## src/sv/hsml_pkg.sv

```systemverilog
// ----------------------------------------------------------------------------
// hsml_pkg
// shared constants, types and the sequencer state set for the lookup block
// ----------------------------------------------------------------------------
package hsml_pkg;

    localparam int ImageWords = 8192;
    localparam int AddrW      = $clog2(ImageWords);
    localparam int MaxProbes  = 52;
    localparam int ProbeW     = $clog2(MaxProbes + 1);
    localparam logic [31:0] ProbeStep = 32'd113;
    localparam logic [31:0] EmptyKey  = 32'hFFFF_FFFF;

    localparam logic FuncLoad = 1'b0;
    localparam logic FuncPeek = 1'b1;

    typedef enum logic [3:0] {
        t_st_idle,
        t_st_len_rd,
        t_st_len_wait,
        t_st_probe_mod,
        t_st_key_rd,
        t_st_key_chk,
        t_st_sh_rd,
        t_st_sh_chk,
        t_st_nsh_chk,
        t_st_val_rd,
        t_st_val_chk,
        t_st_done
    } t_state;

    // divider request and reply
    typedef struct packed {
        logic        start;
        logic [31:0] dividend;
        logic [31:0] divisor;
    } t_div_req;

    typedef struct packed {
        logic        busy;
        logic        done;
        logic [31:0] rem;
    } t_div_rsp;

endpackage

```

## src/sv/hsml_mod.sv

```systemverilog
// ----------------------------------------------------------------------------
// hsml_mod
// restoring remainder unit, one quotient bit per cycle
// ----------------------------------------------------------------------------
module hsml_mod
    import hsml_pkg::*;
(
    input  logic     i_clk,
    input  logic     i_rst_n,
    input  t_div_req i_req,
    output t_div_rsp o_rsp
);
    logic [31:0] r_num, n_num;
    logic [32:0] r_rem, n_rem;
    logic [31:0] r_den;
    logic [5:0]  r_cnt, n_cnt;
    logic        r_busy, n_busy, r_done, n_done;
    logic [32:0] w_sh;

    always_comb begin
        n_num  = r_num;
        n_rem  = r_rem;
        n_cnt  = r_cnt;
        n_busy = r_busy;
        n_done = 1'b0;
        w_sh   = {r_rem[31:0], r_num[31]};
        if (i_req.start) begin
            n_num  = i_req.dividend;
            n_rem  = '0;
            n_cnt  = 6'd32;
            n_busy = 1'b1;
        end else if (r_busy) begin
            n_num = {r_num[30:0], 1'b0};
            if (w_sh >= {1'b0, r_den}) begin
                n_rem = w_sh - {1'b0, r_den};
            end else begin
                n_rem = w_sh;
            end
            n_cnt = r_cnt - 6'd1;
            if (r_cnt == 6'd1) begin
                n_busy = 1'b0;
                n_done = 1'b1;
            end
        end
    end

    always_ff @(posedge i_clk) begin
        if (!i_rst_n) begin
            r_busy <= 1'b0;
            r_done <= 1'b0;
            r_cnt  <= '0;
        end else begin
            r_busy <= n_busy;
            r_done <= n_done;
            r_cnt  <= n_cnt;
        end
        r_num <= n_num;
        r_rem <= n_rem;
        if (i_req.start) begin
            r_den <= i_req.divisor;
        end
    end

    assign o_rsp.busy = r_busy;
    assign o_rsp.done = r_done;
    assign o_rsp.rem  = r_rem[31:0];
endmodule

```

## config.mk

```make
export PLATFORM = sky130hd
export DESIGN_NAME = hsml_mod
export DESIGN_NICKNAME = d
export VERILOG_FILES = /design/src/sv/hsml_pkg.sv /design/src/sv/hsml_mod.sv
export SDC_FILE = /design/constraint.sdc
export NUM_CORES = 1
export LEC_CHECK = 0
export BUFFER_PORTS_ARGS = -buffer_cell sky130_fd_sc_hd__buf_2
export CAP_MARGIN = 25
export CORE_MARGIN = 5
export CORE_UTILIZATION = 53
export CTS_BUF_LIST = sky130_fd_sc_hd__clkbuf_8
export CTS_CLUSTER_DIAMETER = 30
export CTS_CLUSTER_SIZE = 30
export DETAILED_ROUTE_END_ITERATION = 6
export GPL_TIMING_DRIVEN = 0
export PLACE_DENSITY = 0.79
export SLEW_MARGIN = 20
export SYNTH_ARGS = -nofsm -noshare
export SYNTH_HDL_FRONTEND = slang
export SYNTH_SLANG_ARGS = --single-unit
export TNS_END_PERCENT = 100
```

## constraint.sdc

```tcl
create_clock -name i_clk -period 2.5 [get_ports i_clk]
set_input_delay 0.25 -clock i_clk [delete_from_list [all_inputs] [get_ports i_clk]]
set_output_delay 0.25 -clock i_clk [all_outputs]
set_load 0.02 [all_outputs]
```

==> impl_metrics.toml, run 1 <==
[status]
status = "finished with violations"
failed_checks = "setup timing"

[placed_design]
gp_congestion = 0.8939
dpl.cell_count = 851
hpwl_um = 11320
placed_cell_area_sq_um = 7009
portBuffers = 100

[route]
drc_errors = 0
drt-total-wl_um = 17410
drt-initial-drc-count = 413
vias = 5445
wire_per_inst_um = 18.97
avgViaCountPerCell = 5.931
antenna_left = 0
first_pass_iters = 5

[sta]
fmax_ghz = 0.3491
setup_viol = 32
slew_violations = 0
fin_skew_ps = 17.27
setup_ws_ps = -364.7
slew_headroom_pct = 34.20
rsz0062_at_grt = "true"
finalCritPeriodShare_pct = 114.6
tightest_slew_ps = 983.3
setup_tns_ps = -9248
min_period_ps = 2865
finalHoldViolations = 0

[synthesis]
async_flop_share_pct = 0
synth.area.top_cells = "edfxtp_1, dfxtp_1, ha_1"
synthFlopType = "edfxtp_1"
yosysSeqAreaShare_pct = 45.01
synth-edff-count = 64
avgSynthCellArea_sq_um = 9.948
synth_top_area_share_pct = 31.77
synth_warnings = 0
synth_area_leader_cell = "edfxtp_1"
synth_nets = 710
syn_area_sq_um = 6048
synth_cell_types = 59
syn_inst = 608
ys_ff_latch = 104

[global_route]
grt_overflow_total = 0
grt_max_degree = 34
grtUsageTotal_pct = 23.89
antenna_found_initial = 0
grt_pass1_vias = 5263
grt_pass1_wl_um = 25390

[worst_setup_path]
critPathArrivalTime_ps = 3170
timing.rr.end = "r_rem[19]"
crit_path_end_kind = "register"
worst-r2r-cell-count = 13
cp.required_ps = 2800
cp-start-kind = "register"
r2r-start = "r_den[13]"
worst-setup-path-type = "register to register"
path_max_fanout = 8
r2r_slack_ps = -360

[clocking]
clk_path_buf_depth = 2
insertion_delay_ps = 400
cts-root-buf = "clkbuf_8"
cts_sinks = 104
cts_tree = "yes"
clk_pin_slew_ps = 120
numCtsBuffers = 9
h-tree-depth = 3

[worst_hold_path]
hp-start = "i_req[13]"
whs_path_depth = 1
min_path_type = "input pin to register"
hold_path_end = "r_den[13]"

[final_layout]
nNetsFinal = 872
final_common_cell = "buf_2"
drive_above_1_share_pct = 43.10
layout.cells.non_filler = 918
antenna_cells = 0
final_area_sq_um = 8157
fillerInstances = 819
fin_util_pct = 72.05
layout_common_cells = "buf_2, edfxtp_1, nor2_1, buf_4, nand2_1"
area_growth_pct = 34.86

[floorplan]
dieArea_sq_um = 13650
die_height_um = 116.8
core_sq_um = 11320
rows = 39
ios = 101
start_util_pct = 53.43
die_x_um = 116.8

[power]
total_power_w = 0.004737
power_density_nw_per_um2 = 580.8
peakVddDrop_v = 0.0004971
leakagePower_nw = 3.397

[run]
drv_cap = 0
[layer usage]
metal	wire (um)	share of wire, %	GRT usage (%)
met1	6698	38	28.09
met5	0	0	0
met3	1525	8.8	7.301
met4	495	2.8	8.333
met2	8693	50	41.45
[cells by family (layout without fill, tap and decap cells)]
group	Yosys count	in the layout	synth area share (%)
adder cells (fa/ha/maj)	35	35	7.365
XOR/XNOR	30	30	4.344
flip-flops	104	104	45.01
AO/OA/AOI/OAI	137	137	15.29
buffers and inverters	77	244	5.647
AND/OR/NAND/NOR	179	179	14.07
multiplexers	46	46	8.275
[cells in the mapped netlist (all sizes together), types with 5 or more instances]
cell / number
a21o: 12
a21oi: 31
nand2b: 6
a311oi: 8
edfxtp: 64
nor3: 13
mux2i: 14
nand2: 54
inv: 41
o21bai: 5
a211oi: 17
nor2b: 7
nor2: 52
and3: 7
xnor2: 20
ha: 34
nand4: 10
xor2: 10
clkbuf: 19
mux2: 32
buf: 16
dfxtp: 40
nand3: 15
o21ai: 30
[worst max path at each step]
stage	start	to	slack, ps	cells after the start
6_report	r_den[13]	r_rem[19]	-360	13
5_1_grt	r_den[27]	r_rem[19]	-480	13
4_1_cts	r_den[26]	r_rem[20]	-320	13
3_5_place_dp	r_den[14]	r_rem[20]	-560	12
3_3_place_gp	i_req[64]	r_rem[30]	-510	6
2_1_floorplan	r_rem[13]	r_rem[27]	-210	11
[what timing repair did]
item / CTS / global route
cloned: 1 / 2
hold buffers: 2 / 3
setup endpoints to repair: 32 / 32
pin swaps: 37 / 31
hold endpoints to repair: 2 / 3
gates resized for setup: 57 / 67
setup buffers: 34 / 15
[stage by stage]
stage               hold slack [ps]  setup slack, ps
global route               -0.09315           -484.6
CTS                          0.8988           -320.3
finish                        9.112           -364.7
detailed placement            428.2           -559.0
global placement              426.0           -505.0
floorplan                     348.9           -210.5
[critical path, cell delays in order (launching register included)]
cell	delay, ps
edfxtp_1	380
inv_1	70
ha_1	260
a21oi_2	100
o211ai_1	210
a21oi_2	90
or4_1	470
o31a_1	260
buf_4	140
nor2_4	130
buf_6	140
buf_8	140
nand2_1	90
a311oi_2	270
[sequential cells by signal, summed over array words and instances (netlist names)]
signal	cells
r_num	32
r_den	32
r_busy	1
r_done	1
r_rem	32
r_cnt	6
[final cells by class]
| type | instances | area [sq um] | share of cell area, % |
|---|---|---|---|
| clock inverters | 7 | 86.33 | 1.058 |
| inverters | 42 | 158.9 | 1.948 |
| repair buffers | 157 | 1022 | 12.53 |
| flip-flops and latches | 104 | 2761 | 33.85 |
| well taps | 143 | 178.9 | 2.194 |
| plain buffers | 29 | 212.7 | 2.608 |
| multi-input cells | 427 | 3612 | 44.29 |
| clock buffers | 9 | 123.9 | 1.519 |
[power by group]
group	internal (W)	total (W)	switching [W]	leakage, nW
Combinational	0.000728	0.00157	0.000843	2.32
Sequential	0.00198	0.00208	0.0000937	0.972
Clock	0.000401	0.00109	0.000689	0.104
Note: power is estimated with default switching activity, not from simulation.
==> run 2, diff against run 1 <==
--- a/config.mk
+++ b/config.mk
@@ -5,10 +5,11 @@
 export SDC_FILE = /design/constraint.sdc
 export NUM_CORES = 1
 export LEC_CHECK = 0
+export ABC_AREA = 1
 export BUFFER_PORTS_ARGS = -buffer_cell sky130_fd_sc_hd__buf_2
 export CAP_MARGIN = 25
 export CORE_MARGIN = 5
-export CORE_UTILIZATION = 53
+export CORE_UTILIZATION = 54
 export CTS_BUF_LIST = sky130_fd_sc_hd__clkbuf_8
 export CTS_CLUSTER_DIAMETER = 30
 export CTS_CLUSTER_SIZE = 30
==> impl_metrics.toml, run 2 <==
[status]
status = "completed"

[worst_setup_path]
critPathArrivalTime_ps = 2600
path_max_fanout = 10
r2r_slack_ps = 180
crit_path_end_kind = "register"
cp-start-kind = "register"
cp.required_ps = 2790
worst-setup-path-type = "register to register"

[sta]
finalCritPeriodShare_pct = 92.60
slew_violations = 0
setup_ws_ps = 184.9
setup_viol = 0
min_period_ps = 2315
slew_headroom_pct = 50.63
finalHoldViolations = 0
fmax_ghz = 0.4320
fin_skew_ps = 18.93
tightest_slew_ps = 737.8
hold_ws_ps = 23.78

[power]
leakagePower_nw = 4.406
peakVddDrop_v = 0.0004626
power_density_nw_per_um2 = 434.1

[clocking]
cts-root-buf = "clkbuf_8"
cts_sinks = 104
h-tree-depth = 3
cts_tree = "yes"
post_cts_buffers = 0
clk_pin_slew_ps = 110
clk_path_buf_depth = 2
numCtsBuffers = 9
insertion_delay_ps = 400

[synthesis]
synth_warnings = 0
syn_inst = 1007
synthFlopType = "edfxtp_1"
synth_nets = 1109
synthMostInstantiatedCell = "nand2_1"
synth_cell_types = 39
syn_area_sq_um = 6980
synth.area.top_cells = "edfxtp_1, nand2_1, dfxtp_1"
ys_ff_latch = 104
synth_top_area_share_pct = 27.53
yosysSeqAreaShare_pct = 39.00
synth_area_leader_cell = "edfxtp_1"
synth_commonest_cells = "nand2_1, inv_1, nand3_1"
async_flop_share_pct = 0
synth-edff-count = 64
avgSynthCellArea_sq_um = 6.932

[final_layout]
area_growth_pct = 14.16
regArea_sq_um = 2723
antenna_cells = 0
reg_top3 = "r_den x32, r_num x32, r_rem x32"
drive_above_1_share_pct = 15.49
multi_input_area_sq_um = 3421
final_common_cell = "nand2_1"
fillerInstances = 1253
nNetsFinal = 1227
layout_common_cells = "nand2_1, inv_1, buf_2, nand3_1, edfxtp_1"

[worst_hold_path]
min_path_type = "input pin to register"

[run]
drv_cap = 0

[route]
avgViaCountPerCell = 4.916
first_pass_iters = 6
vias = 6401
drc_errors = 0
drt-initial-drc-count = 481
antenna_left = 0
wire_per_inst_um = 13.64
drt-total-wl_um = 17770

[placed_design]
portBuffers = 100
gp_congestion = 0.9552
dp_slack_ps = -305.6
hpwl_um = 13960

[floorplan]
core_sq_um = 12670
die_x_um = 123.7
rows = 41
dieArea_sq_um = 15300
start_util_pct = 55.09
ios = 101
die_height_um = 123.7

[global_route]
grt_pass1_vias = 5985
antenna_found_initial = 0
grt_max_degree = 34
grtUsageTotal_pct = 24.08
grt_pass1_wl_um = 28470
grt_overflow_total = 0
-- run 2: worst paths after layout --
kind              from   endpoint  depth (start not counted)
max           r_den[8]  r_rem[17]                         15
min reg2reg  r_rem[16]  r_rem[16]                          2
max reg2reg   r_den[8]  r_rem[17]                         15
min          i_req[16]  r_den[16]                          1
-- run 2: what timing repair did --
action / 4_1_cts / 5_1_grt
endpoints found under the hold margin: 3 / 3
hold buffers: 3 / 3
setup endpoints to repair: 0 / 8
gates resized for setup: 0 / 4
-- run 2: cell families (layout without fill, tap and decap cells) --
| kind of cell | count (synthesis) | after routing | share of synthesized area (%) |
|---|---|---|---|
| AND/OR/NAND/NOR | 598 | 598 | 37.09 |
| buffers and inverters | 211 | 334 | 12.13 |
| flip-flops | 104 | 104 | 39.00 |
| AO/OA/AOI/OAI | 44 | 44 | 3.513 |
| adder cells (fa/ha/maj) | 35 | 35 | 6.381 |
| XOR/XNOR | 15 | 15 | 1.882 |
-- run 2: per-layer routing --
layer  share of wire (%)  wire (um)  track usage, %  vias up
met5                   0          0               0        -
met3                 8.0       1424           5.767       19
met2                  47       8405           40.89      194
met1                  43       7689           31.29     2848
met4                 1.4        246           5.121        0
li1                    -          -               -     3340
-- run 2: per-stage QoR --
step,cells,cell area [sq um],setup TNS [ps],utilization [%],power (W)
floorplan,1007,6980,0,-,0.002331
global placement,1279,7696,-50290,60.74,0.002486
detailed placement,1280,7725,-7926,60.97,0.002504
CTS,1299,7926,0,62.56,0.003479
global route,1302,7969,-0.1725,62.89,0.003627
finish,1302,7969,0,62.89,0.003459
-- run 2: layout make-up --
| cell class | count | area share, % |
|---|---|---|
| multi-input combinational | 692 | 42.93 |
| sequential | 104 | 34.17 |
| inverter | 186 | 8.761 |
| timing repair buffer | 107 | 7.411 |
| tap | 172 | 2.701 |
| buffer | 25 | 1.884 |
| clock buffer | 9 | 1.554 |
| clock inverter | 7 | 0.5966 |
-- run 2: worst max-delay path: stages, from the launching register on --
cell      delay (ps)
edfxtp_1         350
inv_1             40
ha_1             340
nand2_1          170
inv_1             50
nand2_1           60
nand2_1           80
inv_2             60
nand3_2          140
nand2_2          110
nand2_2           70
nand2_4          130
buf_2            310
nand3b_1         120
nand3_1          110
nand2_1           60
-- run 2: power by group --
part	leakage, nW	switching (W)	total, W	internal (W)
combinational	3.35	0.000313	0.000499	0.000186
clock	0.0864	0.000622	0.000986	0.000364
sequential	0.966	0.0000332	0.00197	0.00194
total	4.41	0.000968	0.00346	0.00249
==> run 3, diff against run 2 <==
--- a/config.mk
+++ b/config.mk
@@ -8,7 +8,7 @@
 export ABC_AREA = 1
 export BUFFER_PORTS_ARGS = -buffer_cell sky130_fd_sc_hd__buf_2
 export CAP_MARGIN = 25
-export CORE_MARGIN = 5
+export CORE_MARGIN = 2
 export CORE_UTILIZATION = 54
 export CTS_BUF_LIST = sky130_fd_sc_hd__clkbuf_8
 export CTS_CLUSTER_DIAMETER = 30
==> impl_metrics.toml, run 3 (synthesis results as in run 2) <==
[sta]
slew_headroom_pct = 44.09
tightest_slew_ps = 838.6
finalCritPeriodShare_pct = 92.91
fin_skew_ps = 13.83
rsz0062_at_grt = "false"
min_period_ps = 2323
setup_tns_ps = 0
slew_violations = 0
fmax_ghz = 0.4305
setup_viol = 0
finalHoldViolations = 0

[clocking]
cts-root-buf = "clkbuf_8"
clk_path_buf_depth = 2
numCtsBuffers = 9
post_cts_buffers = 0
h-tree-depth = 3
cts_sinks = 104
clk_pin_slew_ps = 100
cts_tree = "yes"
insertion_delay_ps = 410

[route]
vias = 6425
avgViaCountPerCell = 4.893
drc_errors = 0
drt-initial-drc-count = 360
antenna_left = 0
first_pass_iters = 5
wire_per_inst_um = 13.43
drt-total-wl_um = 17630

[floorplan]
core_sq_um = 12620
rows = 41
die_x_um = 117.7
dieArea_sq_um = 13850
ios = 101
start_util_pct = 55.31
die_height_um = 117.7

[worst_hold_path]
min_path_type = "input pin to register"
hp-start = "i_req[27]"
hold_path_end = "r_den[27]"
whs_path_depth = 1

[worst_setup_path]
r2r-start = "r_rem[7]"
crit_path_end_kind = "register"
critPathArrivalTime_ps = 2440
cp-start-kind = "input pin"
cp.required_ps = 2620
worst-r2r-cell-count = 14
cp_slowest_cell = "buf_2"
timing.rr.end = "r_rem[5]"
cpPeakStageDelay_ps = 640
path_max_fanout = 33
r2r_slack_ps = 220
worst-setup-path-type = "input pin to register"
path_cells = "buf_2 -> clkbuf_1 -> nor2_1 -> inv_1 -> clkbuf_2 -> buf_16"

[global_route]
met1_usage_pct = 33.29
grtUsageTotal_pct = 26.36
grt.busiest_layer = "met2"
grt_util_met3_pct = 6.056
grt_pass1_wl_um = 29160
grt_overflow_total = 0
antenna_found_initial = 0
grt_pass1_vias = 6140
grt_max_degree = 34
grtUsageMet2_pct = 44.77

[placed_design]
placed_cell_area_sq_um = 7725
portBuffers = 100
hpwl_um = 13630
gp_congestion = 0.9507
dpl.cell_count = 1280

[final_layout]
layout.cells.non_filler = 1313
fin_util_pct = 64.21
drive_above_1_share_pct = 15.34
final_common_cell = "nand2_1"
antenna_cells = 0
reg_top3 = "r_den x32, r_num x32, r_rem x32"
area_growth_pct = 16.08
final_area_sq_um = 8103
fillerInstances = 1218
nNetsFinal = 1238
layout_common_cells = "nand2_1, inv_1, buf_2, nand3_1, edfxtp_1"

[power]
power_density_nw_per_um2 = 444.7
leakagePower_nw = 4.463
peakVddDrop_v = 0.0005724

[run]
drv_cap = 0

[status]
status = "completed"
[run 3: changes by cell type in the layout (fill, tap and decap cells not counted), sizes merged]
cell         before  now
bufinv            0    1
clkinvlp          2    1
dlygate4sd3       6   17
[run 3: worst max-delay path, delay by kind of cell]
family	cells	cell delay, ps
buffers and inverters	5	1920
AND/OR/NAND/NOR	1	250
[run 3: area by class of cell]
class	instances	area (sq um)	share of cell area, %
inverter	186	698.2	8.616
multi-input combinational	692	3413	42.12
sequential	104	2723	33.60
clock buffer	9	123.9	1.529
timing repair buffer	118	698.2	8.616
clock inverter	7	78.83	0.9728
tap	172	215.2	2.656
buffer	25	152.6	1.884
[run 3: what timing repair did]
action                     4_1_cts  5_1_grt
setup endpoints to repair        0        2
gates resized for setup          0        2
hold buffers                    17        0
hold endpoints to repair        17        0
[run 3: metrics by stage]
stage | worst slack [ps] | hold WS, ps | total power, W
3_3_place_gp | -1270 | 426.6 | 0.002483
3_5_place_dp | -279.8 | 428.3 | 0.002502
4_1_cts | 180.4 | 0.2587 | 0.003627
5_1_grt | 3.235 | 5.760 | 0.003770
6_report | 177.3 | 21.45 | 0.003603
2_1_floorplan | 292.1 | 348.9 | 0.002331
[run 3: how the worst max path moves through the flow]
| stage | start | end | slack [ps] | depth (start not counted) |
|---|---|---|---|---|
| after global placement | i_req[64] | r_num[5] | -1270 | 5 |
| after CTS | i_req[64] | r_num[7] | 180 | 6 |
| after global routing | i_req[64] | r_num[20] | 3 | 6 |
| after detailed placement | i_req[64] | r_num[6] | -280 | 6 |
| final | i_req[64] | r_num[6] | 180 | 6 |
| after floorplan | i_req[64] | r_num[0] | 290 | 4 |
[run 3: power breakdown]
part	leakage, nW	switching, W	internal, W	total, W
clock	0.103	0.000638	0.000476	0.00111
combinational	3.39	0.000319	0.000196	0.000515
sequential	0.966	0.0000324	0.00194	0.00197
total	4.46	0.000989	0.00261	0.00360
[run 3: routing by layer]
| metal | part of all wire (%) | wire length (um) |
|---|---|---|
| met4 | 2.3 | 408 |
| met2 | 47 | 8258 |
| met1 | 45 | 7919 |
| met5 | 0 | 0 |
| met3 | 5.9 | 1044 |
